==> src/rtl/zts_pkg.sv <==
// ----------------------------------------------------------------------------
// zts_pkg
// Shared types, constants and the CRC-32 table function of the stream cipher.
// ----------------------------------------------------------------------------
package zts_pkg;

    localparam logic [31:0] CRC_POLY    = 32'hEDB88320;
    localparam logic [31:0] KEY_MULT    = 32'h08088405;
    localparam logic [31:0] RESET_KEY_A = 32'h12345678;
    localparam logic [31:0] RESET_KEY_B = 32'h23456789;
    localparam logic [31:0] RESET_KEY_C = 32'h34567890;

    localparam logic [1:0] CFG_KEY_ZERO = 2'd0;
    localparam logic [1:0] CFG_KEY_ONE  = 2'd1;
    localparam logic [1:0] CFG_KEY_TWO  = 2'd2;

    localparam logic KIND_ABSORB  = 1'b0;
    localparam logic KIND_DECRYPT = 1'b1;

    typedef enum logic [2:0] {
        ST_IDLE,
        ST_KS,
        ST_A,
        ST_B,
        ST_C
    } t_state;

    typedef struct packed {
        logic [31:0] key_two;
        logic [31:0] key_one;
        logic [31:0] key_zero;
        logic [7:0]  out_byte;
    } t_result;

    // Reflected CRC-32 table entry, resolved to constant logic by synthesis
    function automatic logic [31:0] crc_entry(input logic [7:0] idx);
        logic [31:0] v;
        v = {24'd0, idx};
        for (int i = 0; i < 8; i++) begin
            v = (v >> 1) ^ (v[0] ? CRC_POLY : 32'd0);
        end
        return v;
    endfunction

endpackage

==> src/rtl/zts_crc_unit.sv <==
// ----------------------------------------------------------------------------
// zts_crc_unit
// One CRC-32 byte step: (crc >> 8) ^ table[(crc ^ byte) & 0xFF].
// ----------------------------------------------------------------------------
module zts_crc_unit (
    input  logic [31:0] i_crc,
    input  logic [7:0]  i_byte,
    output logic [31:0] o_crc
);

    logic [7:0] w_idx;

    assign w_idx = i_crc[7:0] ^ i_byte;
    assign o_crc = {8'd0, i_crc[31:8]} ^ zts_pkg::crc_entry(w_idx);

endmodule

==> src/rtl/zts_mul_unit.sv <==
// ----------------------------------------------------------------------------
// zts_mul_unit
// Shared 32x32 multiplier, low 32 bits of the product registered on enable.
// ----------------------------------------------------------------------------
module zts_mul_unit (
    input  logic        i_clk,
    input  logic        i_en,
    input  logic [31:0] i_a,
    input  logic [31:0] i_b,
    output logic [31:0] o_prod
);

    logic [31:0] w_low;
    logic [31:0] r_prod;

    assign w_low = i_a * i_b;

    always_ff @(posedge i_clk) begin
        if (i_en) begin
            r_prod <= w_low;
        end
    end

    assign o_prod = r_prod;

endmodule

==> src/rtl/zip_traditional_stream_cipher.sv <==
// ----------------------------------------------------------------------------
// zip_traditional_stream_cipher
// Traditional PKZIP three-key stream cipher, one byte per beat.
// ----------------------------------------------------------------------------
// Each input beat either absorbs a password byte (tuser kind 0) or decrypts a
// ciphertext byte (tuser kind 1); tuser restart reloads the keys from the
// configured initial values first. Every input beat gives exactly one output
// beat carrying the plaintext byte (zero when absorbing) and the three keys
// after the step. A ciphertext beat steps through states KS, A, B and C and a
// password beat through A, B and C, and a beat is taken only in idle: a single
// multiplier serves both the keystream product and the key_one update, and one
// CRC unit serves both CRC updates, in sequence. Output beats sit in a register,
// so the next input is taken while a result still waits; the final step stalls
// only if that register is still full.
// ----------------------------------------------------------------------------
module zip_traditional_stream_cipher (
    input  logic         i_clk,
    input  logic         i_rst_n,
    input  logic         i_cfg_we,
    input  logic [1:0]   i_cfg_idx,
    input  logic [31:0]  i_cfg_data,
    input  logic         s_axis_tvalid,
    output logic         s_axis_tready,
    input  logic [7:0]   s_axis_tdata,   // [7:0] data_byte
    input  logic [1:0]   s_axis_tuser,   // [0] kind, [1] restart
    output logic         m_axis_tvalid,
    input  logic         m_axis_tready,
    output logic [103:0] m_axis_tdata    // [7:0] out_byte, [39:8] key_zero,
                                         // [71:40] key_one, [103:72] key_two
);

    zts_pkg::t_state  r_state, n_state;
    zts_pkg::t_result r_result;

    logic [31:0] r_init_a, r_init_b, r_init_c;
    logic [31:0] r_key_a, r_key_b, r_key_c;
    logic        r_kind;
    logic [7:0]  r_data;
    logic [7:0]  r_out_byte;
    logic        r_out_valid;

    logic        w_accept;
    logic        w_out_free;
    logic        w_load_out;
    logic [15:0] w_t;
    logic [7:0]  w_plain;
    logic [31:0] w_key_b_new;
    logic        w_mul_en;
    logic [31:0] w_mul_a, w_mul_b, w_prod;
    logic [31:0] w_crc_in, w_crc_out;
    logic [7:0]  w_crc_byte;

    assign w_accept    = s_axis_tvalid && s_axis_tready;
    assign w_out_free  = !r_out_valid || m_axis_tready;
    assign w_load_out  = (r_state == zts_pkg::ST_C) && w_out_free;
    assign w_t         = r_key_c[15:0] | 16'h0002;
    assign w_plain     = (r_kind == zts_pkg::KIND_DECRYPT) ? (r_data ^ w_prod[15:8]) : r_data;
    assign w_key_b_new = w_prod + 32'd1;

    always_comb begin
        w_mul_en = 1'b0;
        w_mul_a  = r_key_b + {24'd0, r_key_a[7:0]};
        w_mul_b  = zts_pkg::KEY_MULT;
        case (r_state)
            zts_pkg::ST_KS: begin
                w_mul_en = 1'b1;
                w_mul_a  = {16'd0, w_t};
                w_mul_b  = {16'd0, w_t ^ 16'h0001};
            end
            zts_pkg::ST_B: begin
                w_mul_en = 1'b1;
            end
            default: begin
                w_mul_en = 1'b0;
            end
        endcase
    end

    always_comb begin
        if (r_state == zts_pkg::ST_C) begin
            w_crc_in   = r_key_c;
            w_crc_byte = w_key_b_new[31:24];
        end else begin
            w_crc_in   = r_key_a;
            w_crc_byte = w_plain;
        end
    end

    zts_mul_unit u_mul (
        .i_clk  (i_clk),
        .i_en   (w_mul_en),
        .i_a    (w_mul_a),
        .i_b    (w_mul_b),
        .o_prod (w_prod)
    );

    zts_crc_unit u_crc (
        .i_crc  (w_crc_in),
        .i_byte (w_crc_byte),
        .o_crc  (w_crc_out)
    );

    always_comb begin
        n_state = r_state;
        case (r_state)
            zts_pkg::ST_IDLE: begin
                if (w_accept) begin
                    n_state = (s_axis_tuser[0] == zts_pkg::KIND_DECRYPT) ?
                              zts_pkg::ST_KS : zts_pkg::ST_A;
                end
            end
            zts_pkg::ST_KS: n_state = zts_pkg::ST_A;
            zts_pkg::ST_A:  n_state = zts_pkg::ST_B;
            zts_pkg::ST_B:  n_state = zts_pkg::ST_C;
            zts_pkg::ST_C: begin
                if (w_out_free) begin
                    n_state = zts_pkg::ST_IDLE;
                end
            end
            default: n_state = zts_pkg::ST_IDLE;
        endcase
    end

    always_ff @(posedge i_clk) begin
        if (!i_rst_n) begin
            r_state <= zts_pkg::ST_IDLE;
        end else begin
            r_state <= n_state;
        end
    end

    always_ff @(posedge i_clk) begin
        if (!i_rst_n) begin
            r_init_a <= zts_pkg::RESET_KEY_A;
            r_init_b <= zts_pkg::RESET_KEY_B;
            r_init_c <= zts_pkg::RESET_KEY_C;
        end else if (i_cfg_we) begin
            case (i_cfg_idx)
                zts_pkg::CFG_KEY_ZERO: r_init_a <= i_cfg_data;
                zts_pkg::CFG_KEY_ONE:  r_init_b <= i_cfg_data;
                zts_pkg::CFG_KEY_TWO:  r_init_c <= i_cfg_data;
                default: ;
            endcase
        end
    end

    always_ff @(posedge i_clk) begin
        if (!i_rst_n) begin
            r_key_a <= zts_pkg::RESET_KEY_A;
            r_key_b <= zts_pkg::RESET_KEY_B;
            r_key_c <= zts_pkg::RESET_KEY_C;
        end else begin
            case (r_state)
                zts_pkg::ST_IDLE: begin
                    if (w_accept && s_axis_tuser[1]) begin
                        r_key_a <= r_init_a;
                        r_key_b <= r_init_b;
                        r_key_c <= r_init_c;
                    end
                end
                zts_pkg::ST_A: r_key_a <= w_crc_out;
                zts_pkg::ST_C: begin
                    if (w_out_free) begin
                        r_key_b <= w_key_b_new;
                        r_key_c <= w_crc_out;
                    end
                end
                default: ;
            endcase
        end
    end

    always_ff @(posedge i_clk) begin
        if (w_accept) begin
            r_kind <= s_axis_tuser[0];
            r_data <= s_axis_tdata;
        end
        if (r_state == zts_pkg::ST_A) begin
            r_out_byte <= (r_kind == zts_pkg::KIND_DECRYPT) ? w_plain : 8'd0;
        end
        if (w_load_out) begin
            r_result.out_byte <= r_out_byte;
            r_result.key_zero <= r_key_a;
            r_result.key_one  <= w_key_b_new;
            r_result.key_two  <= w_crc_out;
        end
    end

    always_ff @(posedge i_clk) begin
        if (!i_rst_n) begin
            r_out_valid <= 1'b0;
        end else if (w_load_out) begin
            r_out_valid <= 1'b1;
        end else if (m_axis_tready) begin
            r_out_valid <= 1'b0;
        end
    end

    assign s_axis_tready = (r_state == zts_pkg::ST_IDLE);
    assign m_axis_tvalid = r_out_valid;
    assign m_axis_tdata  = r_result;

    a_absorb_skips_ks : assert property (@(posedge i_clk) disable iff (!i_rst_n)
        w_accept && (s_axis_tuser[0] == zts_pkg::KIND_ABSORB) |=> r_state == zts_pkg::ST_A)
        else $error("absorb beat entered keystream step");

    a_load_from_c : assert property (@(posedge i_clk) disable iff (!i_rst_n)
        $rose(r_out_valid) |-> $past(r_state) == zts_pkg::ST_C)
        else $error("output loaded outside final step");

    a_absorb_zero : assert property (@(posedge i_clk) disable iff (!i_rst_n)
        w_load_out && (r_kind == zts_pkg::KIND_ABSORB) |=> m_axis_tdata[7:0] == 8'd0)
        else $error("absorb beat gave non-zero byte");

    a_no_accept_busy : assert property (@(posedge i_clk) disable iff (!i_rst_n)
        (r_state != zts_pkg::ST_IDLE) |=> !$past(w_accept))
        else $error("beat accepted while busy");

endmodule
==> config.mk <==
export PLATFORM = sky130hd
export DESIGN_NAME = zip_traditional_stream_cipher
export DESIGN_NICKNAME = d
export VERILOG_FILES = /design/src/rtl/zts_pkg.sv /design/src/rtl/zts_crc_unit.sv /design/src/rtl/zts_mul_unit.sv /design/src/rtl/zip_traditional_stream_cipher.sv
export SDC_FILE = /design/constraint.sdc
export NUM_CORES = 1
export LEC_CHECK = 0
export BUFFER_PORTS_ARGS = -buffer_cell sky130_fd_sc_hd__clkbuf_2
export CORE_MARGIN = 5
export CORE_UTILIZATION = 40
export DETAILED_ROUTE_END_ITERATION = 6
export PLACE_DENSITY_LB_ADDON = 0.15
export REMOVE_ABC_BUFFERS = 1
export SKIP_LAST_GASP = 1
export SLEW_MARGIN = 20
export SYNTH_ARGS = -nofsm -noshare
export SYNTH_HDL_FRONTEND = slang
export SYNTH_SLANG_ARGS = --single-unit
==> constraint.sdc <==
create_clock -name i_clk -period 20.9 [get_ports i_clk]
set_clock_uncertainty 0.2 [all_clocks]
set_input_delay 1.045 -clock i_clk [delete_from_list [all_inputs] [get_ports i_clk]]
set_output_delay 1.045 -clock i_clk [all_outputs]
set_load 0.005 [all_outputs]
==> metrics.csv <==
stage;metric;value;unit
sta;period utilisation layout;49.62;%
placement;PortBufs;154;
run;Max Cap Viol;0;
placement;dpl cells;3925;
die;Initial Util;40.12;%
die;DIE HEIGHT;271.6;um
detailed_routing;drt pass-1 iters;5;
critical_path;CP max-delay cell;nor2b_4;
critical_path;Most Frequent Cell on Critical Path;fa_1;
final_layout;Post-layout nets;3568;
critical_path;Critical Path End;u_mul.o_prod[30]$_DFFE_PP_;
synth;number of flops mapped to enable cells by yosys;153;
final_layout;most frequent cells in the layout;inv_1, nand2_1, fa_1, nor2_1, dfxtp_1;
synth;ys async rst share;0;%
sta;RSZ-0062 raised after global routing;false;
cts;total CTS buffers;35;
critical_path;family with the most delay on the worst path;adder cells;
critical_path;depth of the most critical reg-to-reg path;31;
critical_path;Worst Setup Path Type;reg2reg;
critical_path;CP endpoint kind;register;
critical_path;peak fanout along the critical path;83;
critical_path;CP max stage delay;0.80;ns
cts;Max Root-Sink Buffers;3;
global_routing;initial antenna violation count;5;
sta;minimum clock period;10.37;ns
sta;final number of setup-violating endpoints;0;
detailed_routing;drc violations;0;
global_routing;total track usage;23.58;%
synth;Post-Syn Area;0.02737;sq mm
sta;fmax;96.42;MHz
die;I/O Pins;155;
cts;CTS tree;done;
cts;# clock sinks;349;
synth;Most used DFF post-synth;dfxtp_1;
critical_path;Arrival @ worst endpoint;10.47;ns
final_layout;area grow syn2layout;11.29;%
cts;Hold-fix buffers, CTS;0;
synth;Mapped Cells;2911;
global_routing;vias in the first global route;21290;
sta;Slew Viols, Final;0;
min_path;Worst Hold Class;reg2reg;
synth;post-synth cell types;73;
cts;clock-pin transition on the worst setup and hold timing paths;0.07;ns
placement;GPL Wtd Cong;0.9617;
critical_path;number of buffers and inverters on the critical path;9;
cts;postcts setup bufs;0;
critical_path;reg2reg setup slack;10.53;ns
sta;Slew @ Worst Pin;1.057;ns
sta;Slew Limit Headroom;29.52;%
die;core area;0.06823;sq mm
sta;Fin. Hold Viols;0;
die;die area;0.07377;sq mm
critical_path;critical path depth;31;
detailed_routing;WL/cell;21.99;um
critical_path;reg2reg end;u_mul.o_prod[30]$_DFFE_PP_;
detailed_routing;final wirelength;87720;um
final_layout;share of cells above drive strength 1;9.076;%
sta;setup TNS;0;ns
critical_path;FF-to-FF Start;r_state[0]$_SDFFE_PN0P_;
critical_path;Worst setup startpoint;r_state[0]$_SDFFE_PN0P_;
final_layout;Layout Utilization;44.65;%
placement;cell area after placement;0.02936;sq mm
final_layout;commonest non-fill, non-tap cell in the layout;inv_1;
final_layout;Post-Layout Cell Count;3990;
global_routing;grt ovf;0;
status;status;finished clean;
die;Die W;271.6;um
synth;synth top area cells;fa_1, edfxtp_1, dfxtp_1;
detailed_routing;Routed Antenna Nets;0;
cts;Root Buffer;clkbuf_16;
detailed_routing;initial DRC count;1401;
die;cell row count;96;
critical_path;worst path required time;21.00;ns
synth;syn_area_per_cell;9.404;sq um
synth;Yosys top cell area share;23.18;%
synth;yosys warns;0;
cts;cts repair resizes;0;
detailed_routing;post-DR vias/cell;5.181;
global_routing;global-route wire length before repair;133700;um
synth;sequential share of the synthesized area;31.12;%
cts;H-tree Lvls;2;
final_layout;post-route design area;0.03046;sq mm
synth;FF+latch count, synth;349;
cts;Clock Latency Late Sink;0.55;ns
critical_path;Critical Path Source Type;register;
detailed_routing;vias post-DR;20670;
synth;Yosys top cell by area;fa_1;
placement;post-DP HPWL;67880;um
global_routing;largest net degree at the start of global routing;93;
metal layers:
metal / vias up / GRT usage [%] / wire length, um
met5: - / 0 / 0
met4: 0 / 7.295 / 3077
met3: 138 / 3.129 / 5071
met2: 696 / 40.20 / 42220
met1: 10290 / 31.44 / 37360
li1: 9549 / - / -
cell families after synthesis:
family          count (synthesis)  share of synthesized area, %
fa+ha+maj                     439                         28.76
compound gates                338                         8.150
xor+xnor                      215                         7.341
other cells                     2                       0.02744
buf+inv                       615                         8.451
mux                            32                         1.170
flops                         349                         31.12
simple gates                  921                         14.98
sequential cells by signal, indices dropped and copies added (netlist names):
register       cells
m_axis_tdata     104
m_axis_tvalid      1
r_data             8
r_init_a          32
r_init_b          32
r_init_c          32
r_key_a           32
r_key_b           32
r_key_c           32
r_kind             1
r_out_byte         8
r_state            3
u_mul.o_prod      32
stage by stage:
stage | hold WS [ns] | worst slack (ns)
CTS | 0.2222 | 10.57
global route | 0.2326 | 9.949
global placement | 0.2062 | 10.84
detailed placement | 0.2088 | 10.59
floorplan | 0.2003 | 8.048
finish | 0.2216 | 10.53
layout make-up:
| cell class | instances | area, sq um |
|---|---|---|
| Clock buffer | 48 | 987.2 |
| Clock inverter | 16 | 117.6 |
| Inverter | 469 | 1765 |
| Fill cell | 6726 | 37760 |
| Timing Repair Buffer | 193 | 1064 |
| Sequential cell | 349 | 8518 |
| Antenna cell | 1 | 2.502 |
| Tap cell | 882 | 1104 |
| Multi-Input combinational cell | 2032 | 16910 |
worst min path at each step:
stage / startpoint / end / cells after the start
2_1_floorplan: r_out_byte[0]$_SDFFCE_PN0P_ / m_axis_tdata[0]$_DFFE_PP_ / 0
3_3_place_gp: r_out_byte[4]$_SDFFCE_PN0P_ / m_axis_tdata[4]$_DFFE_PP_ / 0
3_5_place_dp: r_out_byte[6]$_SDFFCE_PN0P_ / m_axis_tdata[6]$_DFFE_PP_ / 0
4_1_cts: r_out_byte[6]$_SDFFCE_PN0P_ / m_axis_tdata[6]$_DFFE_PP_ / 0
5_1_grt: r_out_byte[4]$_SDFFCE_PN0P_ / m_axis_tdata[4]$_DFFE_PP_ / 0
6_report: r_out_byte[6]$_SDFFCE_PN0P_ / m_axis_tdata[6]$_DFFE_PP_ / 0
cells in the mapped netlist (4+ instances only):
| master | instances |
|---|---|
| and3_1 | 63 |
| nand2b_1 | 24 |
| nor2b_1 | 4 |
| mux2i_1 | 32 |
| ha_1 | 122 |
| nor3_1 | 14 |
| a21oi_1 | 146 |
| o21ai_0 | 37 |
| a21o_1 | 16 |
| a221oi_1 | 9 |
| nor3b_1 | 7 |
| a211oi_1 | 8 |
| o311ai_0 | 12 |
| a221o_1 | 19 |
| nand3_1 | 89 |
| xor2_1 | 68 |
| or3_1 | 11 |
| o21bai_1 | 5 |
| buf_1 | 10 |
| and2_1 | 26 |
| a22oi_1 | 21 |
| edfxtp_1 | 153 |
| nand2_1 | 412 |
| fa_1 | 317 |
| o21a_1 | 8 |
| nand4_1 | 17 |
| xnor2_1 | 137 |
| nor4_1 | 5 |
| clkbuf_1 | 132 |
| o211a_1 | 4 |
| nor2_1 | 223 |
| o211ai_1 | 9 |
| o2111ai_1 | 6 |
| buf_2 | 4 |
| dfxtp_1 | 196 |
| inv_1 | 466 |
| or2_2 | 9 |
| xnor3_1 | 4 |
| o31a_1 | 12 |
Power is left out: the tool's default activity adds up to more than one toggle a clock period on the data nets, which glitch-free logic cannot reach.
